## src/sv/lec_pkg.sv

```systemverilog
// ----------------------------------------------------------------------------
// lec_pkg: shared types and constants of the LMS echo canceller
// Sizes of the filter, fixed-point widths, register indexes, the controller
// state type and the command and status words between controller and datapath.
// ----------------------------------------------------------------------------
package lec_pkg;

    // filter size and coefficient format
    localparam int MAX_TAPS   = 256;
    localparam int COEF_WIDTH = 24;
    localparam int COEF_FRAC  = COEF_WIDTH - 4;
    localparam int IDX_W      = $clog2(MAX_TAPS);
    localparam int TAPS_W     = $clog2(MAX_TAPS + 1);

    // fixed field widths
    localparam int SAMPLE_W   = 16;
    localparam int STEP_W     = 16;
    localparam int TAPS_REG_W = 9;

    // configuration port
    localparam int CFG_IDX_W  = 2;
    localparam int CFG_DATA_W = 16;
    localparam logic [CFG_IDX_W-1:0] REG_STEP_SIZE   = 2'd0;
    localparam logic [CFG_IDX_W-1:0] REG_TAPS_IN_USE = 2'd1;
    localparam logic [STEP_W-1:0]     STEP_RESET = 16'd6554;
    localparam logic [TAPS_REG_W-1:0] TAPS_RESET = 9'd256;

    // datapath widths
    localparam int PROD_W    = COEF_WIDTH + SAMPLE_W;
    localparam int ACC_W     = PROD_W + IDX_W;
    localparam int DIFF_W    = ACC_W + 1;
    localparam int MU_W      = STEP_W + SAMPLE_W + 2;
    localparam int UPD_SHIFT = 45 - COEF_FRAC;
    localparam int UPD_W     = MU_W + SAMPLE_W;
    localparam int DELTA_W   = UPD_W + 1 - UPD_SHIFT;
    localparam int SUM_W     = DELTA_W + 1;

    // controller states
    typedef enum logic [3:0] {
        S_CLEAR,
        S_IDLE,
        S_MAC,
        S_MAC_WAIT,
        S_ERR_SUB,
        S_ERR_CLAMP,
        S_MU_MUL,
        S_OUT,
        S_UPD,
        S_UPD_WAIT
    } t_state;

    // controller to datapath
    typedef struct packed {
        logic              clear;
        logic              load;
        logic              mac_issue;
        logic              upd_issue;
        logic              err_sub;
        logic              err_clamp;
        logic              mu_mul;
        logic              out_load;
        logic [IDX_W-1:0]  tap;
        logic [STEP_W-1:0] step_size;
    } t_cmd;

    // datapath to controller
    typedef struct packed {
        logic pipe_busy;
        logic out_free;
    } t_sts;

endpackage

```

## src/sv/lec_ctrl.sv

```systemverilog
// ----------------------------------------------------------------------------
// lec_ctrl: sequencer of the LMS echo canceller
// Holds the configuration registers, runs the clearing pass, the MAC pass,
// the error steps and the coefficient update pass, and issues commands.
// ----------------------------------------------------------------------------
module lec_ctrl (
    input  logic                             i_clk,
    input  logic                             i_rst_n,
    input  logic                             i_in_valid,
    output logic                             o_in_ready,
    input  logic                             i_cfg_valid,
    input  logic [lec_pkg::CFG_IDX_W-1:0]    i_cfg_index,
    input  logic [lec_pkg::CFG_DATA_W-1:0]   i_cfg_data,
    input  lec_pkg::t_sts                    i_sts,
    output lec_pkg::t_cmd                    o_cmd
);
    import lec_pkg::*;

    t_state                r_state, n_state;
    logic [TAPS_W-1:0]     r_cnt, n_cnt;
    logic [STEP_W-1:0]     r_step;
    logic [TAPS_REG_W-1:0] r_taps;
    logic [TAPS_W-1:0]     w_active;
    logic                  w_last;
    logic                  w_taps_wr;

    // number of taps actually run: zero acts as one, clip at the maximum
    always_comb begin
        if (r_taps == '0) begin
            w_active = TAPS_W'(1);
        end else if (32'(r_taps) > 32'(MAX_TAPS)) begin
            w_active = TAPS_W'(MAX_TAPS);
        end else begin
            w_active = TAPS_W'(r_taps);
        end
    end

    assign w_last    = (r_cnt == w_active - TAPS_W'(1));
    assign w_taps_wr = i_cfg_valid && (i_cfg_index == REG_TAPS_IN_USE);

    // configuration registers
    always_ff @(posedge i_clk) begin
        if (!i_rst_n) begin
            r_step <= STEP_RESET;
            r_taps <= TAPS_RESET;
        end else if (i_cfg_valid) begin
            case (i_cfg_index)
                REG_STEP_SIZE:   r_step <= i_cfg_data[STEP_W-1:0];
                REG_TAPS_IN_USE: r_taps <= i_cfg_data[TAPS_REG_W-1:0];
                default: begin
                end
            endcase
        end
    end

    // state and tap counter
    always_ff @(posedge i_clk) begin
        if (!i_rst_n) begin
            r_state <= S_CLEAR;
            r_cnt   <= '0;
        end else begin
            r_state <= n_state;
            r_cnt   <= n_cnt;
        end
    end

    // next state
    always_comb begin
        n_state = r_state;
        n_cnt   = r_cnt;
        case (r_state)
            S_CLEAR: begin
                if (r_cnt == TAPS_W'(MAX_TAPS - 1)) begin
                    n_state = S_IDLE;
                    n_cnt   = '0;
                end else begin
                    n_cnt = r_cnt + TAPS_W'(1);
                end
            end
            S_IDLE: begin
                if (i_in_valid) begin
                    n_state = S_MAC;
                    n_cnt   = '0;
                end
            end
            S_MAC: begin
                if (w_last) begin
                    n_state = S_MAC_WAIT;
                    n_cnt   = '0;
                end else begin
                    n_cnt = r_cnt + TAPS_W'(1);
                end
            end
            S_MAC_WAIT: begin
                if (!i_sts.pipe_busy) begin
                    n_state = S_ERR_SUB;
                end
            end
            S_ERR_SUB:   n_state = S_ERR_CLAMP;
            S_ERR_CLAMP: n_state = S_MU_MUL;
            S_MU_MUL:    n_state = S_OUT;
            S_OUT: begin
                if (i_sts.out_free) begin
                    n_state = S_UPD;
                    n_cnt   = '0;
                end
            end
            S_UPD: begin
                if (w_last) begin
                    n_state = S_UPD_WAIT;
                    n_cnt   = '0;
                end else begin
                    n_cnt = r_cnt + TAPS_W'(1);
                end
            end
            S_UPD_WAIT: begin
                if (!i_sts.pipe_busy) begin
                    n_state = S_IDLE;
                end
            end
            default: begin
                n_state = S_CLEAR;
                n_cnt   = '0;
            end
        endcase
        // a change of tap count restarts the clearing pass
        if (w_taps_wr) begin
            n_state = S_CLEAR;
            n_cnt   = '0;
        end
    end

    // commands; hold off the input word while a tap count write lands
    always_comb begin
        o_cmd           = '0;
        o_cmd.tap       = r_cnt[IDX_W-1:0];
        o_cmd.step_size = r_step;
        o_in_ready      = 1'b0;
        case (r_state)
            S_CLEAR:     o_cmd.clear = 1'b1;
            S_IDLE: begin
                o_in_ready = !w_taps_wr;
                o_cmd.load = i_in_valid && !w_taps_wr;
            end
            S_MAC:       o_cmd.mac_issue = 1'b1;
            S_ERR_SUB:   o_cmd.err_sub   = 1'b1;
            S_ERR_CLAMP: o_cmd.err_clamp = 1'b1;
            S_MU_MUL:    o_cmd.mu_mul    = 1'b1;
            S_OUT:       o_cmd.out_load  = i_sts.out_free;
            S_UPD:       o_cmd.upd_issue = 1'b1;
            default: begin
            end
        endcase
    end

`ifndef SYNTHESIS
    a_tap_in_range: assert property (@(posedge i_clk) disable iff (!i_rst_n)
        (r_state == S_MAC || r_state == S_UPD) |-> (r_cnt < w_active))
        else $error("tap counter beyond active taps");

    a_acc_settled: assert property (@(posedge i_clk) disable iff (!i_rst_n)
        (r_state == S_ERR_SUB) |-> !i_sts.pipe_busy)
        else $error("error formed before MAC pipeline emptied");

    a_taps_clears: assert property (@(posedge i_clk) disable iff (!i_rst_n)
        w_taps_wr |=> (r_state == S_CLEAR && r_cnt == '0))
        else $error("tap count write did not restart clearing");

    a_clear_ends: assert property (@(posedge i_clk) disable iff (!i_rst_n)
        (r_state == S_CLEAR && r_cnt == TAPS_W'(MAX_TAPS - 1) && !w_taps_wr)
            |=> (r_state == S_IDLE && !i_sts.pipe_busy))
        else $error("clearing pass did not end in idle");
`endif

endmodule

```

## config.mk

```make
export PLATFORM = sky130hd
export DESIGN_NAME = lec_ctrl
export DESIGN_NICKNAME = d
export VERILOG_FILES = /design/src/sv/lec_pkg.sv /design/src/sv/lec_ctrl.sv
export SDC_FILE = /design/constraint.sdc
export NUM_CORES = 1
export LEC_CHECK = 0
export ABC_AREA = 1
export BUFFER_PORTS_ARGS = -buffer_cell sky130_fd_sc_hd__buf_2
export CORE_MARGIN = 2
export CORE_UTILIZATION = 50
export DETAILED_ROUTE_END_ITERATION = 6
export PLACE_DENSITY = 0.73
export SLEW_MARGIN = 20
export SYNTH_ARGS = -nofsm -noshare
export SYNTH_HDL_FRONTEND = slang
export SYNTH_SLANG_ARGS = --single-unit
```

## constraint.sdc

```tcl
create_clock -name i_clk -period 2.5 [get_ports i_clk]
set_input_delay 0.5 -clock i_clk [delete_from_list [all_inputs] [get_ports i_clk]]
set_output_delay 0.5 -clock i_clk [all_outputs]
set_load 0.02 [all_outputs]
```

==> impl_metrics.env <==
export IMPL_synth_top_area_share_pct=33.4
export IMPL_ctsHoldBuffers=0
export IMPL_grt_max_degree=27
export IMPL_cap_violations=0
export IMPL_clockBufferDepth=2
export IMPL_gr_total_overflow=0
export IMPL_leakage_nw=1.58
export IMPL_fin_setup_tns_ps=0
export IMPL_dp_hpwl_mm=3.67
export IMPL_start_util_pct=52.2
export IMPL_placed_area_sq_um=2560
export IMPL_finalSetupViolCount=0
export IMPL_min_path_type="in2reg"
export IMPL_nNetsFinal=434
export IMPL_root_buffer="clkbuf_8"
export IMPL_critPathLaunchType="flip-flop"
export IMPL_ir_drop_uv=347
export IMPL_nFillCells=404
export IMPL_slew_headroom_pct=66.6
export IMPL_yosysWarnings=0
export IMPL_skew_ps=3.88
export IMPL_min_period_ps=2340
export IMPL_yosysUniqueCellTypes=33
export IMPL_core_area_sq_um=4350
export IMPL_dr_wl_met2_mm=2.47
export IMPL_hold_slack_ps=417
export IMPL_wl_met3_um=280
export IMPL_status="completed"
export IMPL_die_width_um=71.5
export IMPL_rsz0062_at_grt="true"
export IMPL_htree_levels=2
export IMPL_async_flop_share_pct=0
export IMPL_numCtsBuffers=5
export IMPL_critPathCaptureType="flip-flop"
export IMPL_drtIter0Drc=169
export IMPL_antenna_found_initial=0
export IMPL_portBuffers=56
export IMPL_gp_congestion=0.885
export IMPL_dr_max_layer_used="met4"
export IMPL_synth_top_cell_by_area="dfxtp_1"
export IMPL_syn_inst=350
export IMPL_yosys_top_cells_area="dfxtp_1 (33%), nand2_1 (14%), nor2_1 (10%)"
export IMPL_vias=2254
export IMPL_wirelength_mm=5.25
export IMPL_syn_area_per_cell_sq_um=6.50
export IMPL_setup_ws_ps=157
export IMPL_synth_edf_count=0
export IMPL_n_antenna_cell=0
export IMPL_finalHoldViolCount=0
export IMPL_viasPerCell=4.91
export IMPL_area_delta_synth_final_pct=24.2
export IMPL_power_density_nw_per_um2=777
export IMPL_critPathMaxFanout=5
export IMPL_grt_first_pass_wirelength_mm=8.67
export IMPL_crit_arrival_ps=2570
export IMPL_rows=24
export IMPL_slew_viol_final=0
export IMPL_insertion_delay_ps=290
export IMPL_die_y_um=71.5
export IMPL_drt_met1_wl_mm=2.45
export IMPL_design_area_sq_um=2830
export IMPL_cts_sinks=38
export IMPL_dpl_worst_slack_ps=161
export IMPL_synth_nets=378
export IMPL_final_cell_mix="nand2_1 (79), nor2_1 (57), buf_2 (56)"
export IMPL_clkTransAtPathRegs_ps=80
export IMPL_drtPass1Iterations=4
export IMPL_synthesis_area_sq_um=2270
export IMPL_drc_errors=0
export IMPL_grt_pass1_vias=2040
export IMPL_synth_seq_cells=38
export IMPL_final_common_cell="nand2_1"
export IMPL_ys_flop_type="dfxtp_1"
export IMPL_period_share_pct=93.7
export IMPL_drive_gt1_share_pct=28.3
export IMPL_io_pins=57
export IMPL_critPathKind="reg2reg"
export IMPL_fmax_mhz=427
export IMPL_yosysSeqAreaShare_pct=33.4
export IMPL_antenna_left=0
export IMPL_tightestPinTransition_ps=500
export IMPL_design_die_area_sq_um=5110
export IMPL_cts_tree="done"
export IMPL_detail_route_wl_per_cell_um=11.4
export IMPL_grt_total_usage_pct=20.7
export IMPL_critPathRequiredTime_ps=2730
metal layers:
metal  GRT usage [%]  vias up
met3            4.36        5
li1                -     1177
met4            6.08        0
met1            26.3     1013
met5               0        -
met2            35.5       59
cells by family (layout without fill, tap and decap cells):
group / count (synthesis) / count (layout) / share of synthesized area (%)
AND/OR/NAND/NOR: 195 / 195 / 37.6
AO/OA/AOI/OAI: 32 / 32 / 7.92
flip-flops: 38 / 38 / 33.4
buffers and inverters: 67 / 124 / 12.8
XOR/XNOR: 14 / 14 / 6.05
adder cells (fa/ha/maj): 4 / 4 / 2.20
what timing repair did:
item,CTS,global route
resized for setup,0,29
setup buffers,0,4
setup endpoints to repair,0,11
sequential cells by signal, indices dropped and copies added (netlist names):
name	flops
r_state	4
r_step	16
r_taps	9
r_cnt	9
stage by stage:
step / instances / power, W / util [%]
2_1_floorplan: 350 / 0.00126 / -
3_3_place_gp: 447 / 0.00141 / 58.8
3_5_place_dp: 447 / 0.00143 / 58.8
4_1_cts: 455 / 0.00208 / 62.0
5_1_grt: 459 / 0.00233 / 64.9
6_report: 459 / 0.00219 / 64.9
final timing paths:
| kind | cells after the start | slack (ps) | startpoint | to |
|---|---|---|---|---|
| setup / recovery | 17 | 160 | r_taps[1] | r_state[2] |
| hold / removal | 3 | 420 | i_cfg_data[11] | r_step[11] |
| hold reg to reg | 2 | 470 | r_step[7] | r_step[7] |
| setup reg to reg | 17 | 160 | r_taps[1] | r_state[2] |
layout make-up:
| cell class | instances | area, sq um | share of cell area [%] |
|---|---|---|---|
| Inverter | 51 | 191 | 6.78 |
| Tap cell | 52 | 65.1 | 2.30 |
| Clock buffer | 6 | 82.6 | 2.92 |
| Multi-Input combinational cell | 245 | 1310 | 46.2 |
| Clock inverter | 2 | 60.1 | 2.13 |
| Sequential cell | 38 | 769 | 27.2 |
| Timing Repair Buffer | 65 | 352 | 12.4 |
power by group:
part | switching, W | internal, W
combinational | 0.000526 | 0.000290
sequential | 0.0000631 | 0.000661
clock | 0.000229 | 0.000426
synthesized netlist by cell type, drive strengths merged, types with 2 or more instances:
| library cell | n |
|---|---|
| buf | 10 |
| a31oi | 2 |
| nand3 | 23 |
| clkinv | 2 |
| a21oi | 5 |
| o21ai | 21 |
| nor3 | 4 |
| nor2 | 64 |
| ha | 4 |
| clkbuf | 6 |
| nand4 | 4 |
| xor2 | 12 |
| nand3b | 2 |
| dfxtp | 38 |
| or2 | 2 |
| nand2 | 96 |
| inv | 49 |
critical path: stages, from the launching register on:
cell     delay [ps]
dfxtp_4         350
nor2_2          120
nand2_2          90
inv_2            60
nand3_2          80
nand2_2         100
nand2_4          70
ha_4            270
xor2_2          140
nand2_1          80
nor2_1          100
nand3_1          90
nor2_2          130
nand3_2         110
nand2_4         160
buf_6           110
nand4_1          70
a21oi_1         150
No activity file was read; power rests on OpenSTA's default activity.
